--- config.mk ---
export PLATFORM = sky130hd
export DESIGN_NAME = swpt_ctrl
export DESIGN_NICKNAME = d
export VERILOG_FILES = /design/src/swpt_pkg.sv /design/src/swpt_ctrl.sv
export SDC_FILE = /design/constraint.sdc
export NUM_CORES = 1
export LEC_CHECK = 0
export BUFFER_PORTS_ARGS = -buffer_cell sky130_fd_sc_hd__buf_2
export CAP_MARGIN = 10
export CORE_AREA = 10 10 47 49
export CTS_BUF_LIST = sky130_fd_sc_hd__clkbuf_4 sky130_fd_sc_hd__clkbuf_8 sky130_fd_sc_hd__clkbuf_16
export CTS_CLUSTER_SIZE = 16
export DETAILED_ROUTE_END_ITERATION = 8
export DIE_AREA = 0 0 57 59
export HOLD_SLACK_MARGIN = 0.12
export PLACE_DENSITY = 0.5
export SETUP_SLACK_MARGIN = 0.02
export SLEW_MARGIN = 40
export SYNTH_ARGS = -nofsm -noshare
export SYNTH_HDL_FRONTEND = slang
export SYNTH_SLANG_ARGS = --single-unit
--- constraint.sdc ---
create_clock -name clk_i -period 3.3 [get_ports clk_i]
set_clock_uncertainty 0.05 [all_clocks]
set_input_delay 0.825 -clock clk_i [delete_from_list [all_inputs] [get_ports clk_i]]
set_output_delay 0.825 -clock clk_i [all_outputs]
set_load 0.02 [all_outputs]
--- src/swpt_pkg.sv ---
// swpt_pkg: shared sizes, types and codes for the sliding window peak tracker.
// Used by every module of the block except swpt_ram; depends on nothing.
package swpt_pkg;

  localparam int unsigned MAX_WINDOW  = 256;
  localparam int unsigned SAMPLE_BITS = 24;
  localparam int unsigned ADDR_W      = $clog2(MAX_WINDOW);
  localparam int unsigned LEN_W       = ADDR_W + 1;
  localparam int unsigned LEN_REG_W   = 9;
  localparam int unsigned SUM_W       = SAMPLE_BITS + ADDR_W;
  localparam int unsigned DIV_CNT_W   = $clog2(SUM_W);
  localparam int unsigned REM_W       = LEN_W + 1;
  localparam int unsigned PADDR_W     = 3;
  localparam int unsigned PDATA_W     = 32;

  localparam logic [LEN_REG_W-1:0] RESET_LENGTH = LEN_REG_W'(256);

  typedef logic signed [SAMPLE_BITS-1:0] sample_t;

  typedef enum logic {
    REG_WINDOW_LENGTH,
    REG_CLEAR_VALUE
  } reg_idx_e;

  typedef enum logic [1:0] {
    ST_IDLE,
    ST_SCAN,
    ST_DIV,
    ST_OUT
  } state_e;

  typedef struct packed {
    logic start;
    logic scan;
    logic div_init;
    logic div_step;
    logic load_out;
  } cmd_t;

  typedef struct packed {
    logic len_zero;
    logic scan_done;
    logic div_last;
  } status_t;

endpackage

--- src/swpt_ctrl.sv ---
// swpt_ctrl: sequencer for accept, scan, divide and result transfer.
// Depends on swpt_pkg.
module swpt_ctrl (
  input  logic              clk_i,
  input  logic              rst_ni,
  input  logic              in_valid_i,
  output logic              in_ready_o,
  output logic              out_valid_o,
  input  logic              out_ready_i,
  input  swpt_pkg::status_t status_i,
  output swpt_pkg::cmd_t    cmd_o
);

  swpt_pkg::state_e state_q, state_d;
  logic             out_valid_q, out_valid_d;

  always_ff @(posedge clk_i or negedge rst_ni) begin
    if (!rst_ni) begin
      state_q     <= swpt_pkg::ST_IDLE;
      out_valid_q <= 1'b0;
    end else begin
      state_q     <= state_d;
      out_valid_q <= out_valid_d;
    end
  end

  always_comb begin
    state_d    = state_q;
    cmd_o      = '0;
    in_ready_o = 1'b0;
    unique case (state_q)
      swpt_pkg::ST_IDLE: begin
        in_ready_o = 1'b1;
        if (in_valid_i) begin
          cmd_o.start = 1'b1;
          state_d     = status_i.len_zero ? swpt_pkg::ST_OUT : swpt_pkg::ST_SCAN;
        end
      end
      swpt_pkg::ST_SCAN: begin
        cmd_o.scan = 1'b1;
        if (status_i.scan_done) begin
          cmd_o.div_init = 1'b1;
          state_d        = swpt_pkg::ST_DIV;
        end
      end
      swpt_pkg::ST_DIV: begin
        cmd_o.div_step = 1'b1;
        if (status_i.div_last) begin
          state_d = swpt_pkg::ST_OUT;
        end
      end
      swpt_pkg::ST_OUT: begin
        // wait until the output register is free
        if (!out_valid_q || out_ready_i) begin
          cmd_o.load_out = 1'b1;
          state_d        = swpt_pkg::ST_IDLE;
        end
      end
      default: begin
        state_d = swpt_pkg::ST_IDLE;
      end
    endcase
    out_valid_d = cmd_o.load_out | (out_valid_q & ~out_ready_i);
  end

  assign out_valid_o = out_valid_q;

endmodule

# --- Yosys cells after proc, flatten, opt, wreduce, memory -nomap -nowiden ---
# Cells that the tools add are included.
# W data, S select, Z words.
op_classes:
  n_addsub: 0
  multipliers: 0
  div_mod_pow: 0
  order_cmp: 0
  eq_ne: 7
  n_shift: 0
  mux: 14
  bitwise: 3
  reduce_logical: 4
ops:
  columns: ["op", "count"]
  rows:
  - ["$mux W2", 6]
  - ["$ne A2 B2 Y1 const B", 4]
  - ["$pmux W2 S4", 1]
  - ["$mux W1", 7]
  - ["$eq A2 B2 Y1 const B", 2]
  - ["$reduce_and A4 Y1", 1]
  - ["$eq A2 B1 Y1 const B", 1]
  - ["$logic_not A2 Y1", 1]
  - ["$and A1 B1 Y1", 1]
  - ["$logic_not A1 Y1", 1]
  - ["$logic_or A1 B1 Y1", 1]
  - ["$not A1 Y1", 1]
  - ["$or A1 B1 Y1", 1]
totals:
  reg_bits: 3
  latch_bits: 0
  ramBits: 0
  romBits: 0
  out_inout_bits: 7
  elab_cells: 30
  memories: 0

# --- Depth between registers and ports, before layout ---
# Gate-level depths: netlist of run 1.
logic_depth:
  word_depth: 5
  ltp_mapped: 5
  mapped_depth_nobuf: 5

# --- Worst setup path after synthesis of run 1 ---
# Ideal clock, no wire load.
synth_path:
  path_kind: "input to output"
  from: "input port out_ready_i"
  to: "output port cmd_o[0] (netlist bit)"
  arrival_time_ns: 1.180
  required_time_ns: 2.425
  slack_ns: 1.245
  stages: 2
  n_path_buf: 0
  cell_sequence: "nand2b_1 and2_1"
synth_rtl:
  columns: ["element", "line", "rtl"]
  rows:
  - ["start: declaration", "swpt_ctrl.sv:9", "input logic out_ready_i,"]
  - ["end: declaration", "swpt_ctrl.sv:11", "output swpt_pkg::cmd_t cmd_o"]

==> metrics.txt, run 1 <==
clk root buf=clkbuf_4; Crit path max-delay family=simple AND/OR/NAND/NOR gates; Post-Syn Area=260 um2; CTS max path bufs=2; Synth Instances=23; # Max-Cap Violations=0; Yosys top cell by area=dfrtp_1; CP startpoint kind=primary input; row cnt=14; Tot Pwr=0.384 mW; crit path time final=2.25 ns; Slew Viols, Final=0; CP max FO=2; crit path kind=primary input to primary output; Initial Util=18.6%; DP HPWL=544 um; gpl congestion=0.661; biggest cell delay along the critical path=0.15 ns; HP Class=primary input to asynchronous set/reset pin; f_max=0.445 GHz; die area=3360 um2; cell area after layout=375 um2; Synth Net Count=34; Die Wd=57 um; slew of the pin with the lowest slew margin=0.231 ns; slowest CP cell=and2_1; Final setup viols=0; Wirelength per Cell=11.3 um; vias per std cell=3.93; Area contributors post-synth=dfrtp_1 29%, ha_1 19%, mux2i_1 7.7%; RSZ-0062 raised after global routing=false; crit end category=primary output; power per standard cell area=1020 nW/um2; drt total wl=632 um; Critical Path AT=1.37 ns; first-pass GRT wire length=1130 um; TritonRoute pass-1 iters=2; CTS tree=done; Sink Count=3; worst-path cell chain=buf_2 -> nand2b_1 -> and2_1 -> buf_2; WP buf/inv=2; Avg Cell Area, Syn=11.3 um2; grt ovf=0; synth cell count leaders=4 x ha_1, 3 x dfrtp_1, 3 x inv_1; H-Tree Depth=1; Req. time, crit path=2.42 ns; post_cts resized=0; number of distinct library cells after synthesis=12; Final period util=68.1%; IO Count=14; initial antenna violation count=0; status=finished, final reports clean; Worst-Skew Late Latency=0.23 ns; most frequent CP cell=buf_2; Static Leakage=0.218 nW; final-report hold violation count=0; number of synthesized flops with an enable pin=0; layout cells sized above 1=57.5%; yosys warns=0; Core ar.=1400 um2; antenna-violating nets left=0; initial DRC count=3; Synth top area share=28.8%; DRC errors left=0; Post-CTS Hold Buffers=0; worst vdd ir=0.375 mV; Antenna Cells=0; #FFs+latches synth=3; Setup TNS=0 ns; nets@finish=52; Area Overhead vs Synth=44.2%; setup bufs post-CTS=0; Main synth FF type=dfrtp_1; via count=220; placed cell areas=345 um2; relative slew slack=84.6%; most frequent cell after synthesis=ha_1; die height=59 um; largest net degree at the start of global routing=6; vias in the first global route=259; Reg clk slew, reported paths=0.04 ns; Seq/Total Area, Yosys=28.8%; total CTS buffers=3; GRT Total Usage=4.46%; PortBufs=13; asr flop ratio synth=100%
## kinds of logic (layout without fill, tap and decap cells)
logic type,count (synthesis),in the layout,share of synthesized area (%)
adder cells (fa/ha/maj),4,4,19.2
AND/OR/NAND/NOR,9,9,30.8
AO/OA/AOI/OAI,2,2,9.13
flip-flops,3,3,28.8
buffers and inverters,3,20,4.33
multiplexers,2,2,7.69
## worst register-to-register path: stages (launching register included)
cell       delay, ns
dfrtp_1         0.40
inv_1           0.12
ha_1            0.17
inv_1           0.06
o2111ai_2       0.24
mux2i_1         0.21
## routing by layer
layer / vias up / global-route usage [%] / share of wire [%]
met2: 17 / 4.50 / 30
met5: - / 0 / 0
met1: 90 / 5.03 / 52
met3: 2 / 5.58 / 18
li1: 111 / - / -
met4: 0 / 2.01 / 0.63
## state kept, by name (all words and copies together) (netlist names)
signal,count
state_q,2
out_valid_o,1
## layout by cell type, fill, tap and decap left out, drive strengths merged
| master | Yosys | routed |
|---|---|---|
| a21oi | 1 | 1 |
| and2 | 3 | 3 |
| and4b | 1 | 1 |
| buf | 0 | 13 |
| clkbuf | 0 | 4 |
| dfrtp | 3 | 3 |
| ha | 4 | 4 |
| inv | 3 | 3 |
| mux2i | 2 | 2 |
| nand2b | 4 | 4 |
| nand3b | 1 | 1 |
| o2111ai | 1 | 1 |
## through the flow
stage / setup WS [ns] / hold slack [ns] / utilization, % / instances
finish: 1.05 / 0.332 / 26.8 / 56
global route: 0.986 / 0.319 / 26.8 / 56
CTS: 1.05 / 0.326 / 26.8 / 56
detailed placement: 1.05 / 0.560 / 24.6 / 52
global placement: 1.07 / 0.536 / 24.6 / 52
floorplan: 1.25 / 0.479 / - / 23
## final timing paths
check                             from          end  slack (ns)  cells past startpoint
setup / recovery           out_ready_i     cmd_o[0]        1.05                      4
hold / removal                  rst_ni  out_valid_o        0.33                      1
setup reg to reg            state_q[0]   state_q[1]        1.96                      5
hold reg to reg            out_valid_o  out_valid_o        0.55                      2
max in group asynchronous       rst_ni   state_q[1]        2.76                      1
min in group clk_i         out_valid_o  out_valid_o        0.55                      2
## power breakdown
group	leakage (nW)	internal, mW	total (mW)	switching (mW)
registers	0.0360	0.0572	0.0774	0.0202
logic	0.164	0.0976	0.235	0.138
clock network	0.0184	0.0534	0.0714	0.0179
## layout make-up
cell class              instances  area, um2
inverters                       3       11.3
fillers                       158       1030
flip-flops and latches          3       75.1
multi-input cells              17        174
repair buffers                 13       65.1
well taps                      16       20.0
clock buffers                   4       30.0
Note: power is estimated with default switching activity, not from simulation.
==> run 2, diff against run 1 <==
--- a/config.mk
+++ b/config.mk
@@ -5,6 +5,7 @@
 export SDC_FILE = /design/constraint.sdc
 export NUM_CORES = 1
 export LEC_CHECK = 0
+export ABC_AREA = 1
 export BUFFER_PORTS_ARGS = -buffer_cell sky130_fd_sc_hd__buf_2
 export CAP_MARGIN = 10
 export CORE_AREA = 10 10 47 49
@@ -13,7 +14,7 @@
 export DETAILED_ROUTE_END_ITERATION = 8
 export DIE_AREA = 0 0 57 59
 export HOLD_SLACK_MARGIN = 0.12
-export PLACE_DENSITY = 0.5
+export PLACE_DENSITY = 0.52
 export SETUP_SLACK_MARGIN = 0.02
 export SLEW_MARGIN = 40
 export SYNTH_ARGS = -nofsm -noshare
==> constraint.sdc (replaced) <==
create_clock -name clk_i -period 2.02 [get_ports clk_i]
set_clock_uncertainty 0.05 [all_clocks]
set_input_delay 0.505 -clock clk_i [delete_from_list [all_inputs] [get_ports clk_i]]
set_output_delay 0.505 -clock clk_i [all_outputs]
set_load 0.02 [all_outputs]
==> run 2 against run 1 <==
  * Design area increased by 4.0%
  * Cell count increased by 29%
  * Power increased by 57%
  * Combinational power increased by 59%
  * Via count increased by 12%
  * Utilization increased by 1.1 points
  * Clock-buffer cell count unchanged
  * Critical path type is now flip-flop to primary output
==> metrics.txt, run 2 <==
R2R depth=6; Req. time, crit path=1.46 ns; setup bufs post-CTS=0; PortBufs=13; RSZ-0062 raised after global routing=false; initial DRC count=1; Reg area=75.1 um2; crit path kind=flip-flop to primary output; vias per std cell=3.42; Critical Path AT=1.25 ns; CP max FO=6; Avg Cell Area, Syn=6.98 um2; Worst-Skew Late Latency=0.23 ns; crit path time final=1.81 ns; Antenna Cells=0; f_max=0.554 GHz; layout cells sized above 1=37.5%; final setup margin=0.215 ns; DP HPWL=534 um; total CTS buffers=3; number of distinct library cells after synthesis=11; status=finished, final reports clean; crit end category=primary output; Synth top area share=28.3%; DRC errors left=0; setup slack, reg-to-reg=0.77 ns; initial antenna violation count=0; vias in the first global route=257; Placed Cells=67; RR Endpoint=state_q[1]; CP Launch Point=state_q[0]; final-report hold violation count=0; Core Util, Final=27.9%; die height=59 um; Die Wd=57 um; gpl congestion=0.770; Non-Filler Instances=72; Filler Cell Count=166; CTS tree=done; worst setup path endpoint=cmd_o[4]; Post-Syn Area=265 um2; power per standard cell area=1540 nW/um2; nets@finish=68; Wirelength per Cell=8.42 um; cell area after layout=390 um2; CP startpoint kind=flip-flop; number of flip-flops in the largest register=2; Sink Count=3; drt total wl=606 um; Largest Register=state_q; H-Tree Depth=1; TritonRoute pass-1 iters=2; GRT Total Usage=4.37%; slew of the pin with the lowest slew margin=0.192 ns; Static Leakage=0.264 nW; worst vdd ir=0.460 mV; most frequent cell after synthesis=nand2_1; DP Worst Slack=0.445 ns; CTS max path bufs=2; Area contributors post-synth=dfrtp_1 28%, ha_1 19%, nand2_1 16%; synth cell count leaders=11 x nand2_1, 10 x inv_1, 4 x ha_1; Synth Instances=38; HP Class=flip-flop to flip-flop; area of the multi-input gates=153 um2; Yosys top cell by area=dfrtp_1; number of synthesized flops with an enable pin=0; relative slew slack=87.2%; most frequent cells in the layout=13 x buf_2, 11 x nand2_1, 10 x inv_1, 4 x ha_1, 4 x clkbuf_4; antenna-violating nets left=0; via count=246; Seq/Total Area, Yosys=28.3%; Area Overhead vs Synth=47.2%; Final setup viols=0; clk root buf=clkbuf_4; Tot Pwr=0.603 mW; commonest non-fill, non-tap cell in the layout=buf_2; die area=3360 um2; WHS=0.468 ns; asr flop ratio synth=100%; reg2reg start=state_q[0]; Setup TNS=0 ns; Synth Net Count=49; #FFs+latches synth=3; row cnt=14; grt ovf=0; Main synth FF type=dfrtp_1; HP Start=out_valid_o; IO Count=14; largest net degree at the start of global routing=7; Core ar.=1400 um2; Initial Util=18.9%; Final period util=89.4%; Slew Viols, Final=0; Reg clk slew, reported paths=0.03 ns; yosys warns=0; first-pass GRT wire length=1080 um; # Max-Cap Violations=0; placed cell areas=350 um2
[run 2: changes by cell type in the layout (fill, tap and decap cells not counted), moves of 2 or more]
cell / change
and2_1: -2
inv_1: +7
mux2i_1: -2
nand2_1: +11
nand2_2: +3
nand2b_1: -2
nand2b_2: -2
o21bai_1: +2
[run 2: final cells by class]
class                           instances  area share [%]
Tap cell                               16            5.13
Multi-Input combinational cell         25            39.1
Sequential cell                         3            19.2
Timing Repair Buffer                   14            19.2
Clock buffer                            4            7.69
Inverter                               10            9.62
[run 2: worst min-delay path by stage]
stage	end	cells after the start	slack, ns
after CTS	out_valid_o	2	0.47
after global placement	out_valid_o	1	0.25
after detailed placement	out_valid_o	1	0.25
final	out_valid_o	2	0.47
after global routing	out_valid_o	4	0.50
after floorplan	out_valid_o	0	0.16
[run 2: power breakdown]
part / switching, mW / internal, mW
clock network: 0.0278 / 0.0872
registers: 0.0228 / 0.0914
logic: 0.233 / 0.141
[run 2: worst max-delay path, cell delays in order (launching register included)]
cell     delay [ns]
dfrtp_1        0.39
inv_1          0.10
ha_1           0.26
nand2_1        0.07
inv_1          0.05
buf_2          0.15
[run 2: logic make-up after synthesis]
logic type / Yosys count / share of synthesized area (%)
AO/OA/AOI/OAI: 4 / 9.43
buffers and inverters: 10 / 14.2
AND/OR/NAND/NOR: 17 / 29.2
adder cells (fa/ha/maj): 4 / 18.9
flip-flops: 3 / 28.3
[run 2: repair_timing]
item / 4_1_cts / 5_1_grt
hold buffers: 1 / 0
gates resized for setup: 0 / 0
endpoints found under the hold margin: 3 / 0
[run 2: layer usage]
| layer | GRT usage [%] | wire length (um) | up-vias |
|---|---|---|---|
| met4 | 3.02 | 0 | 0 |
| met5 | 0 | 0 | - |
| met1 | 3.69 | 271 | 93 |
| li1 | - | - | 146 |
| met3 | 4.94 | 72 | 0 |
| met2 | 5.89 | 262 | 7 |
==> run 3, diff against run 2 <==
--- a/config.mk
+++ b/config.mk
@@ -14,7 +14,7 @@
 export DETAILED_ROUTE_END_ITERATION = 8
 export DIE_AREA = 0 0 57 59
 export HOLD_SLACK_MARGIN = 0.12
-export PLACE_DENSITY = 0.52
+export PLACE_DENSITY = 0.51
 export SETUP_SLACK_MARGIN = 0.02
 export SLEW_MARGIN = 40
 export SYNTH_ARGS = -nofsm -noshare
==> run 3 against run 2 <==
  * Critical path depth unchanged
  * Non-clock buffer count is the same
  * Worst hold slack better by 0.0012 ns
  * Global-route usage fell by 0.30 points
  * Die area stayed put
  * Sequential power is essentially flat
  * Clock power hardly changed
  * Clock-buffer cell count unchanged
  * Cell count stayed put
  * Critical path type unchanged
  * Largest power group unchanged
==> metrics.txt, run 3 (same netlist as run 2, synthesis figures left out) <==
Reg clk slew, reported paths=0.04 ns; vias per std cell=3.69; Largest Register=state_q; layout cells sized above 1=37.5%; largest net degree at the start of global routing=7; Non-Filler Instances=72; DRC errors left=0; initial DRC count=1; Core ar.=1400 um2; crit path kind=flip-flop to primary output; grt ovf=0; Slew Viols, Final=0; CTS tree=done; Tot Pwr=0.613 mW; CTS max path bufs=2; Sink Count=3; Static Leakage=0.264 nW; cell area after layout=390 um2; Wirelength per Cell=8.65 um; Critical Path AT=1.26 ns; Placed Cells=67; crit end category=primary output; PortBufs=13; Area Overhead vs Synth=47.2%; CP max FO=6; Worst-Skew Late Latency=0.23 ns; slew of the pin with the lowest slew margin=0.199 ns; RSZ-0062 raised after global routing=false; worst vdd ir=0.463 mV; drt total wl=623 um; antenna-violating nets left=0; clk root buf=clkbuf_4; setup bufs post-CTS=0; CP startpoint kind=flip-flop; gpl congestion=0.740; Post-CTS Hold Buffers=1; die height=59 um; TritonRoute pass-1 iters=2; HP Class=flip-flop to flip-flop; GRT Total Usage=4.07%; Setup TNS=0 ns; Filler Cell Count=167; Hold Path Stages=2; H-Tree Depth=1; IO Count=14; total CTS buffers=3; placed cell areas=350 um2; Die Wd=57 um; via count=266; commonest non-fill, non-tap cell in the layout=buf_2; R2R depth=6; final setup margin=0.203 ns; DP HPWL=554 um; Initial Util=18.9%; Final period util=89.9%; nets@finish=68; die area=3360 um2; Antenna Cells=0; relative slew slack=86.8%; Final setup viols=0; post_cts resized=0; first-pass GRT wire length=1090 um; power per standard cell area=1570 nW/um2; most frequent cells in the layout=13 x buf_2, 11 x nand2_1, 10 x inv_1, 4 x ha_1, 4 x clkbuf_4; status=finished, final reports clean; Req. time, crit path=1.46 ns; initial antenna violation count=0; # Max-Cap Violations=0; vias in the first global route=260; number of flip-flops in the largest register=2; DP Worst Slack=0.438 ns; f_max=0.550 GHz; crit path time final=1.82 ns; row cnt=14; final-report hold violation count=0
[run 3: cell counts in the layout (fill, tap and decap cells not counted)]
Identical to the previous run, type by type.
[run 3: worst paths after layout]
| path | start | end | slack, ns |
|---|---|---|---|
| min reg2reg | out_valid_o | out_valid_o | 0.47 |
| min | out_valid_o | out_valid_o | 0.47 |
| min in group asynchronous | rst_ni | out_valid_o | 0.55 |
| max reg2reg | state_q[0] | state_q[1] | 0.77 |
| max in group asynchronous | rst_ni | state_q[0] | 1.27 |
| max | state_q[0] | cmd_o[4] | 0.20 |
[run 3: per-stage QoR]
step                      util [%]  hold slack (ns)
after floorplan                  -            0.159
after global placement        25.0            0.255
after detailed placement      25.0            0.256
after CTS                     27.9            0.471
after global routing          27.9            0.491
final                         27.9            0.469
[run 3: power breakdown]
| part | total [mW] | leakage, nW | switching (mW) | internal (mW) |
|---|---|---|---|---|
| Clock | 0.118 | 0.0184 | 0.0304 | 0.0874 |
| Combinational | 0.381 | 0.208 | 0.239 | 0.142 |
| Sequential | 0.114 | 0.0371 | 0.0229 | 0.0913 |
[run 3: metal layers]
layer | vias to the layer above | global-route usage (%) | share of wire [%]
met2 | 9 | 6.20 | 47
met3 | 0 | 3.22 | 8.5
met4 | 0 | 1.01 | 0
met1 | 110 | 4.30 | 45
li1 | 147 | - | -
met5 | - | 0 | 0
[run 3: area by class of cell]
cell class	instances	area (um2)	share of cell area, %
Inverter	10	37.5	9.62
Tap cell	16	20.0	5.13
Sequential cell	3	75.1	19.2
Multi-Input combinational cell	25	153	39.1
Clock buffer	4	30.0	7.69
Timing Repair Buffer	14	75.1	19.2
[run 3: critical path, stage by stage (launching register included)]
cell	delay [ns]
dfrtp_1	0.39
inv_1	0.11
ha_1	0.27
nand2_1	0.07
inv_1	0.05
buf_2	0.15
